**src/x86mpp_pkg.sv**
```systemverilog
// package for the 8086 mov/push/pop unit
// opcodes, status and register class codes, decoded item type; no dependencies
package x86mpp_pkg;

  localparam int MEM_ADDR_BITS_DEF = 16;

  // opcodes and opcode groups
  localparam logic [7:0] OP_MOV_R8_IMM = 8'hB0;
  localparam logic [7:0] OP_MOV_R16_IMM = 8'hB8;
  localparam logic [7:0] OP_PUSH = 8'h50;
  localparam logic [7:0] OP_POP = 8'h58;
  localparam logic [7:0] OP_MOV_RM8_R8 = 8'h88;
  localparam logic [7:0] OP_MOV_RM16_R16 = 8'h89;
  localparam logic [7:0] OP_MOV_R8_RM8 = 8'h8A;
  localparam logic [7:0] OP_MOV_R16_RM16 = 8'h8B;
  localparam logic [7:0] OP_MOV_RM16_SREG = 8'h8C;
  localparam logic [7:0] OP_MOV_SREG_RM16 = 8'h8E;
  localparam logic [7:0] OP_MOV_RM8_IMM = 8'hC6;
  localparam logic [7:0] OP_MOV_RM16_IMM = 8'hC7;
  localparam logic [7:0] OP_GROUP_MASK = 8'hF8;

  // result status
  localparam logic [1:0] ST_OK = 2'd0;
  localparam logic [1:0] ST_UNKNOWN = 2'd1;
  localparam logic [1:0] ST_HALTED = 2'd2;

  // register classes
  localparam logic [1:0] RC_GEN16 = 2'd0;
  localparam logic [1:0] RC_GEN8 = 2'd1;
  localparam logic [1:0] RC_SEG = 2'd2;

  // operation kinds after decode
  localparam logic [3:0] K_IMM8 = 4'd0;
  localparam logic [3:0] K_IMM16 = 4'd1;
  localparam logic [3:0] K_PUSH = 4'd2;
  localparam logic [3:0] K_POP = 4'd3;
  localparam logic [3:0] K_88 = 4'd4;
  localparam logic [3:0] K_89 = 4'd5;
  localparam logic [3:0] K_8A = 4'd6;
  localparam logic [3:0] K_8B = 4'd7;
  localparam logic [3:0] K_8C = 4'd8;
  localparam logic [3:0] K_8E = 4'd9;
  localparam logic [3:0] K_C6 = 4'd10;
  localparam logic [3:0] K_C7 = 4'd11;
  localparam logic [3:0] K_BAD = 4'd12;

  // register numbers
  localparam logic [2:0] R_BX = 3'd3;
  localparam logic [2:0] R_SP = 3'd4;
  localparam logic [2:0] R_BP = 3'd5;
  localparam logic [2:0] R_SI = 3'd6;
  localparam logic [2:0] R_DI = 3'd7;
  localparam logic [1:0] S_SS = 2'd2;
  localparam logic [1:0] S_DS = 2'd3;

  // classified instruction handed from front to back
  typedef struct packed {
    logic [3:0] kind;
    logic [2:0] opreg;
    logic [1:0] md;
    logic [2:0] rg;
    logic [2:0] rm;
    logic [15:0] disp;
    logic [15:0] imm;
  } dec_t;

  // result item
  typedef struct packed {
    logic [1:0] status;
    logic mem_written;
    logic [19:0] phys_address;
    logic [15:0] mem_value;
    logic mem_wide;
    logic reg_written;
    logic [1:0] reg_class;
    logic [2:0] reg_number;
    logic [15:0] reg_value;
  } res_t;

endpackage

```
**src/x86mpp_front.sv**
```systemverilog
// front end: accepts instructions, classifies them, two-entry queue
// depends on x86mpp_pkg
module x86mpp_front (
  input logic clk,
  input logic rst,
  input logic in_valid,
  output logic in_ready,
  input logic [7:0] opcode,
  input logic [7:0] modrm,
  input logic [15:0] displacement,
  input logic [15:0] immediate,
  output logic q_valid,
  input logic q_pop,
  output x86mpp_pkg::dec_t q_item
);
  x86mpp_pkg::dec_t d;
  x86mpp_pkg::dec_t slot [2];
  logic rd_ptr;
  logic wr_ptr;
  logic [1:0] count;
  logic push;

  // classify opcode
  always_comb begin
    d.opreg = opcode[2:0];
    d.md = modrm[7:6];
    d.rg = modrm[5:3];
    d.rm = modrm[2:0];
    d.disp = displacement;
    d.imm = immediate;
    if ((opcode & x86mpp_pkg::OP_GROUP_MASK) == x86mpp_pkg::OP_MOV_R8_IMM)
      d.kind = x86mpp_pkg::K_IMM8;
    else if ((opcode & x86mpp_pkg::OP_GROUP_MASK) == x86mpp_pkg::OP_MOV_R16_IMM)
      d.kind = x86mpp_pkg::K_IMM16;
    else if ((opcode & x86mpp_pkg::OP_GROUP_MASK) == x86mpp_pkg::OP_PUSH)
      d.kind = x86mpp_pkg::K_PUSH;
    else if ((opcode & x86mpp_pkg::OP_GROUP_MASK) == x86mpp_pkg::OP_POP)
      d.kind = x86mpp_pkg::K_POP;
    else begin
      unique case (opcode)
        x86mpp_pkg::OP_MOV_RM8_R8: d.kind = x86mpp_pkg::K_88;
        x86mpp_pkg::OP_MOV_RM16_R16: d.kind = x86mpp_pkg::K_89;
        x86mpp_pkg::OP_MOV_R8_RM8: d.kind = x86mpp_pkg::K_8A;
        x86mpp_pkg::OP_MOV_R16_RM16: d.kind = x86mpp_pkg::K_8B;
        x86mpp_pkg::OP_MOV_RM16_SREG: d.kind = x86mpp_pkg::K_8C;
        x86mpp_pkg::OP_MOV_SREG_RM16: d.kind = x86mpp_pkg::K_8E;
        x86mpp_pkg::OP_MOV_RM8_IMM: d.kind = x86mpp_pkg::K_C6;
        x86mpp_pkg::OP_MOV_RM16_IMM: d.kind = x86mpp_pkg::K_C7;
        default: d.kind = x86mpp_pkg::K_BAD;
      endcase
    end
  end

  assign in_ready = (count != 2'd2);
  assign push = in_valid && in_ready;
  assign q_valid = (count != 2'd0);
  assign q_item = slot[rd_ptr];

  // queue storage
  always_ff @(posedge clk) begin
    if (push) slot[wr_ptr] <= d;
  end

  // queue pointers
  always_ff @(posedge clk) begin
    if (rst) begin
      rd_ptr <= 1'b0;
      wr_ptr <= 1'b0;
      count <= 2'd0;
    end else begin
      if (push) wr_ptr <= ~wr_ptr;
      if (q_pop) rd_ptr <= ~rd_ptr;
      count <= count + {1'b0, push} - {1'b0, q_pop};
    end
  end

  a_no_overflow: assert property (@(posedge clk) disable iff (rst)
    count == 2'd2 |-> !push || q_pop) else $error("queue overflow");
  a_no_underflow: assert property (@(posedge clk) disable iff (rst)
    q_pop |-> count != 2'd0) else $error("queue underflow");
  a_count_range: assert property (@(posedge clk) disable iff (rst)
    count != 2'd3) else $error("queue count out of range");
endmodule

```
**config.mk**
```make
export PLATFORM = sky130hd
export DESIGN_NAME = x86mpp_front
export DESIGN_NICKNAME = d
export VERILOG_FILES = /design/src/x86mpp_pkg.sv /design/src/x86mpp_front.sv
export SDC_FILE = /design/constraint.sdc
export NUM_CORES = 1
export LEC_CHECK = 0
export CAP_MARGIN = 30
export CORE_MARGIN = 2
export CORE_UTILIZATION = 30
export CTS_CLUSTER_SIZE = 25
export DETAILED_ROUTE_END_ITERATION = 10
export DONT_BUFFER_PORTS = 1
export GPL_TIMING_DRIVEN = 1
export REMOVE_ABC_BUFFERS = 1
export SETUP_SLACK_MARGIN = 0.1
export SYNTH_ARGS = -nofsm -noshare
export SYNTH_HDL_FRONTEND = slang
export SYNTH_SLANG_ARGS = --single-unit
```
**constraint.sdc**
```tcl
create_clock -name clk -period 2.4 [get_ports clk]
set_clock_uncertainty 0.05 [all_clocks]
set_input_delay 0.48 -clock clk [delete_from_list [all_inputs] [get_ports clk]]
set_output_delay 0.48 -clock clk [all_outputs]
set_load 0.05 [all_outputs]
```
==> results of run 1 <==
-- flip-flops by register name (all words and copies together), names as in the netlist, named ones only --
name	count
slot	94
count	2
rd_ptr	1
wr_ptr	1
-- final cells by class --
| cell class | count | area [um^2] |
|---|---|---|
| inverters | 3 | 11.26 |
| repair buffers | 7 | 52.55 |
| clock inverters | 5 | 53.80 |
| flip-flops and latches | 99 | 2924 |
| clock buffers | 11 | 232.7 |
| fillers | 1159 | 7885 |
| multi-input cells | 83 | 792.0 |
| well taps | 168 | 210.2 |
-- stage by stage --
step | setup TNS [ps] | hold WS, ps
after floorplan | -7046 | 429.9
after global placement | 0 | 445.7
after detailed placement | 0 | 459.8
after CTS | 0 | 130.1
after global routing | 0 | 132.6
final | 0 | 152.9
-- worst max-delay path: stages (launching register included) --
cell and delay, ps:
sky130_fd_sc_hd__dfxtp_2 320, sky130_fd_sc_hd__buf_4 330, sky130_fd_sc_hd__mux2_2 520
-- worst max-delay path by stage --
stage | endpoint | slack [ps] | from | cells after the start
2_1_floorplan | slot[1][0] | -150 | count[0] | 2
6_report | q_item[4] | 340 | register | 2
3_5_place_dp | q_item[27] | 670 | register | 2
4_1_cts | q_item[4] | 300 | register | 2
3_3_place_gp | q_item[4] | 690 | register | 2
5_1_grt | q_item[4] | 270 | register | 2
-- power breakdown --
group	total [W]	internal, W	switching [W]
combinational	0.00105	0.000217	0.000830
sequential	0.00221	0.00216	0.0000493
clock	0.00137	0.000802	0.000569
-- layer usage --
layer  vias up  wire (um)  GRT usage
met2        69       3072     0.1501
met1       827       2368    0.09762
met4         0        123    0.05476
met5         -          0          0
li1        769          -          -
met3        11        655    0.05178
-- layout by cell type, fill, tap and decap left out, drive strengths merged --
master and n:
o2111ai 1, nor3b 1, nand2 2, ha 2, nand4b 1, nand4 1, bufinv 1, and4bb 1
clkbuf 11, a31oi 2, xor2 1, nor4b 2, or2 1, a21oi 2, edfxtp 94, o211ai 1
a21bo 1, clkinvlp 2, buf 7, nor2 4, xnor2 2, a21o 1, and3 2, nand3 2
inv 3, nand2b 1, dfxtp 5, and4b 1, clkinv 2, nand3b 1, mux2 47, nor2b 3
-- kinds of logic after synthesis --
group	synth area share
xor gates and xnor gates	0.006973
buffers and inverters	0.01461
and+or+nand+nor	0.04051
DFF	0.7756
adders and majority gates	0.006639
AOI/OAI and AO/OA	0.01527
muxes	0.1404
==> metrics.md, run 1 <==
| Metric | Value |
|---|---|
| Static power due to leakage | 1.377 nW |
| Total power per unit cell area | 1082 nW/um^2 |
| Summed instance area of the synthesized netlist | 3769 um^2 |
| Critical path required time | 1870 ps |
| Post-Place Setup Slack | 665.7 ps |
| Overall power | 0.004628 W |
| Standard cell area after detailed placement | 3990 um^2 |
| Post-synthesis cell type with the largest combined area | sky130_fd_sc_hd__edfxtp_1 |
| Clk slew on worst S/H paths | 60 ps |
| Ys flop type | sky130_fd_sc_hd__edfxtp_1 |
| Buffer cell driving the clock tree root | sky130_fd_sc_hd__clkbuf_16 |
| Slew Limit Fails | 0 |
| Most repeated cell in the gate-level netlist after synthesis | sky130_fd_sc_hd__edfxtp_1 |
| Fraction of the core area covered by cells at the end of the flow | 0.3516 |
| Fraction of synthesized cell area taken by the top area cell type | 0.7490 |
| Number of antenna violations at the first check in global routing | 0 |
| Setup violators final | 0 |
| Pin slew with the least headroom to its limit | 399.2 ps |
| Critical path capture point type | primary output |
| Crit path launch type | register |
| Detailed placer's ending HPWL | 4158 um |
| Detailed-router iteration count before antenna repair | 4 |
| Worst-path fanout max | 27 |
| Number of levels in the clock H-tree | 3 |
| Max_slew headroom | 0.7338 |
| Number of global-route vias before repair | 1701 |
| WP data arrival | 1530 ps |
| Minimum period implied by the final worst setup slack | 2058 ps |
| Final worst-path cycle share | 0.8575 |
| Wire length of the first global-routing pass | 8997 um |
| Fraction of synthesis flops using an asynchronous set or reset pin | 0 |
| Boundary pin count | 101 |
| Port-buffer cells | 0 |
| Final layout net count | 257 |
| Number of standard-cell rows in the floorplan | 40 |
| Horiz. Die Dim | 116.1 um |
| Peak ir drop on the vdd network | 0.5323 mV |
| Clock tree from TritonCTS | done |
| Max Clock Freq | 485.9 MHz |
| Routed via count divided by cell count | 4.457 |
| Post-DRT Antenna Nets | 0 |
| Crit Path Category | register to primary output |
| Class of the worst hold path | input pin to register |
| Skew-Pair Late Insertion Delay | 330 ps |
| First-iteration detailed-routing DRC count | 107 |
| Height of the die | 116.1 um |
| Flop and latch count out of synthesis | 99 |
| Number of warnings reported in the yosys synthesis log | 0 |
| Fraction of final layout cells with drive strength greater than 1 | 0.3558 |
| Initial standard-cell utilization of the core | 0.3099 |
| Cell count of the worst reg-to-reg path | 9 |
| CTS sink cnt | 99 |
| Reported max-cap violation count | 0 |
| Post-synth cell types | 30 |
| # Post-CTS Setup Buffers | 0 |
| Antenna diode count | 0 |
| Hold Fails Final Rpt | 0 |
| Worst min-delay path startpoint | rst |
| Min setup slack post-route | 342.0 ps |
| Sequential share of the synthesized area | 0.7756 |
| Number of enable flip-flop cells after synthesis | 94 |
| Unrepaired setup endpoints after global routing | no |
| Reg-to-Reg End | count[1] |
| Worst reg2reg setup slack | 690 ps |
| Total Routing Usage GR | 0.09390 |
| Hold depth | 1 |
| Wirelength, routed | 6220 um |
| Outcome | finished, final reports clean |
| Number of remaining DRC errors | 0 |
| Ranking of synthesized cells by area | sky130_fd_sc_hd__edfxtp_1 (75%), sky130_fd_sc_hd__mux2_2 (14%), sky130_fd_sc_hd__dfxtp_1 (2.7%) |
| Gate Count Post-Synth | 190 |
| Number of hold buffers added after CTS | 0 |
| Vias post-DR | 1676 |
| Die outline area | 13470 um^2 |
| Worst flop-to-flop path startpoint | count[0] |
| Area added between synthesis and finish | 13.48% |
| Post-layout instance count excluding filler cells | 376 |
| Post-cts sizing count | 0 |
| Largest net degree at the start of global routing | 28 |
| Detailed-route wire length per cell | 16.54 um |
| Clock tree buffer depth | 2 |
| Mean cell area of the mapped netlist | 19.83 um^2 |
| Last weighted congestion value of the routability-driven placer | 0.6966 |
| Number of instances in the placed design | 360 |
| CTS buffer count | 9 |
| Most numerous cell types in the synthesized netlist | sky130_fd_sc_hd__edfxtp_1 (94), sky130_fd_sc_hd__mux2_2 (47), sky130_fd_sc_hd__dfxtp_1 (5), sky130_fd_sc_hd__nor2_1 (4) |
| GRT Residual Overflow | 0 |
| Post-route cell area | 4277 um^2 |
| Core box area | 12160 um^2 |
(Power assumes the default switching activity.)
==> run 2, diff against run 1 <==
--- a/config.mk
+++ b/config.mk
@@ -5,6 +5,7 @@
 export SDC_FILE = /design/constraint.sdc
 export NUM_CORES = 1
 export LEC_CHECK = 0
+export ABC_AREA = 1
 export CAP_MARGIN = 30
 export CORE_MARGIN = 2
 export CORE_UTILIZATION = 30
==> metrics.md, run 2 <==
| Metric | Value |
|---|---|
| Reported max-cap violation count | 0 (unchanged) |
| Crit path launch type | register |
| Final layout net count | 285 (+11%) |
| Number of global-route vias before repair | 1873 (+10%) |
| Post-route cell area | 4448 um^2 (+4.0%) |
| Switching fraction of total power | 0.2890 (-0.02391) |
| Max_slew headroom | 0.7358 (+0.002007) |
| Sequential share of the synthesized area | 0.7466 (-0.02900) |
| Total Routing Usage GR | 0.09983 (+0.005931) |
| Minimum period implied by the final worst setup slack | 2038 ps (-20.14 ps) |
| Buffer cell driving the clock tree root | sky130_fd_sc_hd__clkbuf_16 |
| Fraction of final layout cells with drive strength greater than 1 | 0.2881 (-0.06763) |
| Post-cts sizing count | 0 (unchanged) |
| Gate Count Post-Synth | 219 (+15%) |
| Number of enable flip-flop cells after synthesis | 94 (unchanged) |
| Post-DRT Antenna Nets | 0 (unchanged) |
| Top register by number of flip-flops | slot |
| Worst-path fanout max | 18 (-33%) |
| Overall power | 0.004377 W (-5.4%) |
| CTS buffer count | 9 (unchanged) |
| Ys flop type | sky130_fd_sc_hd__edfxtp_1 |
| CTS sink cnt | 99 (unchanged) |
| Core box area | 12670 um^2 (+4.2%) |
| Static power due to leakage | 1.570 nW (+14%) |
| GRT Residual Overflow | 0 (unchanged) |
| Pin slew with the least headroom to its limit | 396.2 ps (-3.011 ps) |
| Standard cell area after detailed placement | 4167 um^2 (+4.4%) |
| Largest regs | slot x94, count x2 |
| Area added between synthesis and finish | 13.61% |
| Peak ir drop on the vdd network | 0.3478 mV (-35%) |
| # Post-CTS Setup Buffers | 0 (unchanged) |
| Port-buffer cells | 0 (unchanged) |
| Number of hold buffers added after CTS | 0 (unchanged) |
| Hold depth | 1 (unchanged) |
| Unrepaired setup endpoints after global routing | no |
| Ranking of synthesized cells by area | sky130_fd_sc_hd__edfxtp_1 (72%), sky130_fd_sc_hd__mux2_4 (12%), sky130_fd_sc_hd__mux2_2 (4.9%) |
| Number of standard-cell rows in the floorplan | 41 (+2.5%) |
| Fillcell total | 1205 (+4.0%) |
| Number of warnings reported in the yosys synthesis log | 0 (unchanged) |
| Slew Limit Fails | 0 (unchanged) |
| Critical path capture point type | primary output |
| Largest net degree at the start of global routing | 49 (+75%) |
| Internal power consumption | 0.003112 W (-2.1%) |
| Most numerous cell types in the synthesized netlist | sky130_fd_sc_hd__edfxtp_1 (94), sky130_fd_sc_hd__mux2_4 (30), sky130_fd_sc_hd__nor2_1 (21), sky130_fd_sc_hd__nand2_1 (20), sky130_fd_sc_hd__mux2_2 (17) |
| Outcome | finished, final reports clean |
| Detailed-router iteration count before antenna repair | 4 (unchanged) |
| Vias post-DR | 1772 (+5.7%) |
| Crit Path Category | register to primary output |
| Clk slew on worst S/H paths | 60 ps (about the same) |
| Die outline area | 13980 um^2 (+3.7%) |
| Power dissipated by switching net loads | 0.001265 W (-13%) |
| Detailed placer's ending HPWL | 4451 um (+7.1%) |
| Area occupied by multi-input gates | 900.9 um^2 (+14%) |
| Hold Fails Final Rpt | 0 (unchanged) |
| Class of the worst hold path | input pin to register |
| WP data arrival | 1510 ps (-20 ps) |
| Reg power frac | 0.486 (+0.008) |
| Critical path required time | 1870 ps (about the same) |
| Horiz. Die Dim | 118.2 um (+1.9%) |
| Fraction of synthesized cell area taken by the top area cell type | 0.7210 (-0.02801) |
| FF+latch area | 2924 um^2 (unchanged) |
| Post-synth cell types | 20 (-33%) |
| Number of remaining DRC errors | 0 (unchanged) |
| Number of levels in the clock H-tree | 3 (unchanged) |
| Setup violators final | 0 (unchanged) |
| Proportion of power drawn by the clock network | 0.312 (+0.016) |
| Number of antenna violations at the first check in global routing | 0 (unchanged) |
| Boundary pin count | 101 (unchanged) |
| Clock tree buffer depth | 2 (unchanged) |
| Flip-flop count of the largest register after layout | 94 (unchanged) |
| Fraction of synthesis flops using an asynchronous set or reset pin | 0 (unchanged) |
| Post-layout instance count excluding filler cells | 408 (+8.5%) |
| Flop and latch count out of synthesis | 99 (unchanged) |
| Number of instances in the placed design | 392 (+8.9%) |
| Max Clock Freq | 490.7 MHz (+0.99%) |
| Summed instance area of the synthesized netlist | 3915 um^2 (+3.9%) |
| Antenna diode count | 0 (unchanged) |
| Routed via count divided by cell count | 4.343 (-2.6%) |
| Post-synthesis cell type with the largest combined area | sky130_fd_sc_hd__edfxtp_1 |
| Last weighted congestion value of the routability-driven placer | 0.7142 (+2.5%) |
| Total power per unit cell area | 984.0 nW/um^2 (-9.1%) |
| Skew-Pair Late Insertion Delay | 340 ps (about the same) |
| Detailed-route wire length per cell | 15.98 um (-3.4%) |
| Final worst-path cycle share | 0.8491 (-0.008391) |
| Clock tree from TritonCTS | done |
| Height of the die | 118.2 um (+1.9%) |
| Wirelength, routed | 6519 um (+4.8%) |
| First-iteration detailed-routing DRC count | 97 (-9.3%) |
| Mean cell area of the mapped netlist | 17.88 um^2 (-9.9%) |
| Portion of total power attributed to combinational logic | 0.202 (-0.024) |
| Most repeated cell in the gate-level netlist after synthesis | sky130_fd_sc_hd__edfxtp_1 |
| Top library cells by usage in the layout, fill and taps aside | sky130_fd_sc_hd__edfxtp_1 (94), sky130_fd_sc_hd__mux2_4 (30), sky130_fd_sc_hd__nand2_1 (20), sky130_fd_sc_hd__nor2_1 (19), sky130_fd_sc_hd__mux2_2 (17) |
| Commonest non-fill, non-tap cell in the layout | sky130_fd_sc_hd__edfxtp_1 |
| Wire length of the first global-routing pass | 10200 um (+13%) |
| Initial standard-cell utilization of the core | 0.3090 (-0.0009005) |
| Cell count of the worst reg-to-reg path | 10 (+1) |
[run 2: metal layers]
layer  part of all wire  up-vias  track usage
li1                   -      824            -
met1               0.36      865      0.09732
met2               0.50       69       0.1618
met3               0.12       14      0.06757
met4              0.022        0      0.04744
met5                  0        -            0
[run 2: worst paths after layout]
path | from | endpoint | slack (ps)
setup reg to reg | count[0] | count[1] | 780
setup / recovery | register | q_item[15] | 360
hold / removal | rst | count[0] | 150
hold reg to reg | rd_ptr | rd_ptr | 470
[run 2: critical path, stage by stage, from the launching register on]
cell	delay (ps)
sky130_fd_sc_hd__dfxtp_2	350
sky130_fd_sc_hd__buf_4	300
sky130_fd_sc_hd__mux2_2	510
[run 2: layout make-up]
type	instances	area share
well taps	172	0.04838
clock buffers	13	0.05401
inverters	15	0.01266
repair buffers	6	0.01575
clock inverters	3	0.009283
multi-input cells	100	0.2025
flip-flops and latches	99	0.6574
[run 2: power groups by stage]
stage / logic, W / clock network (W) / registers (W)
floorplan: 0.000754 / 0 / 0.00219
global placement: 0.000899 / 0 / 0.00216
detailed placement: 0.000902 / 0 / 0.00217
CTS: 0.000904 / 0.00143 / 0.00213
global route: 0.000933 / 0.00150 / 0.00214
finish: 0.000885 / 0.00136 / 0.00213
[run 2: through the flow]
step | setup WS [ps] | util | TNS [ps] | hold slack (ps)
floorplan | -1035 | - | -112290 | 429.9
global placement | 703.9 | 0.3288 | 0 | 446.7
detailed placement | 694.8 | 0.3288 | 0 | 464.2
CTS | 316.5 | 0.3510 | 0 | 130.4
global route | 285.6 | 0.3510 | 0 | 125.9
finish | 362.2 | 0.3510 | 0 | 150.5
[run 2: cell families (layout without fill, tap and decap cells)]
family	after synthesis	after routing	synth area share
AO/OA/AOI/OAI	4	4	0.006391
XOR/XNOR	2	2	0.004475
adder cells (fa/ha/maj)	2	2	0.006391
buffers and inverters	20	37	0.02716
flip-flops	99	99	0.7466
multiplexers	47	47	0.1639
AND/OR/NAND/NOR	45	45	0.04506
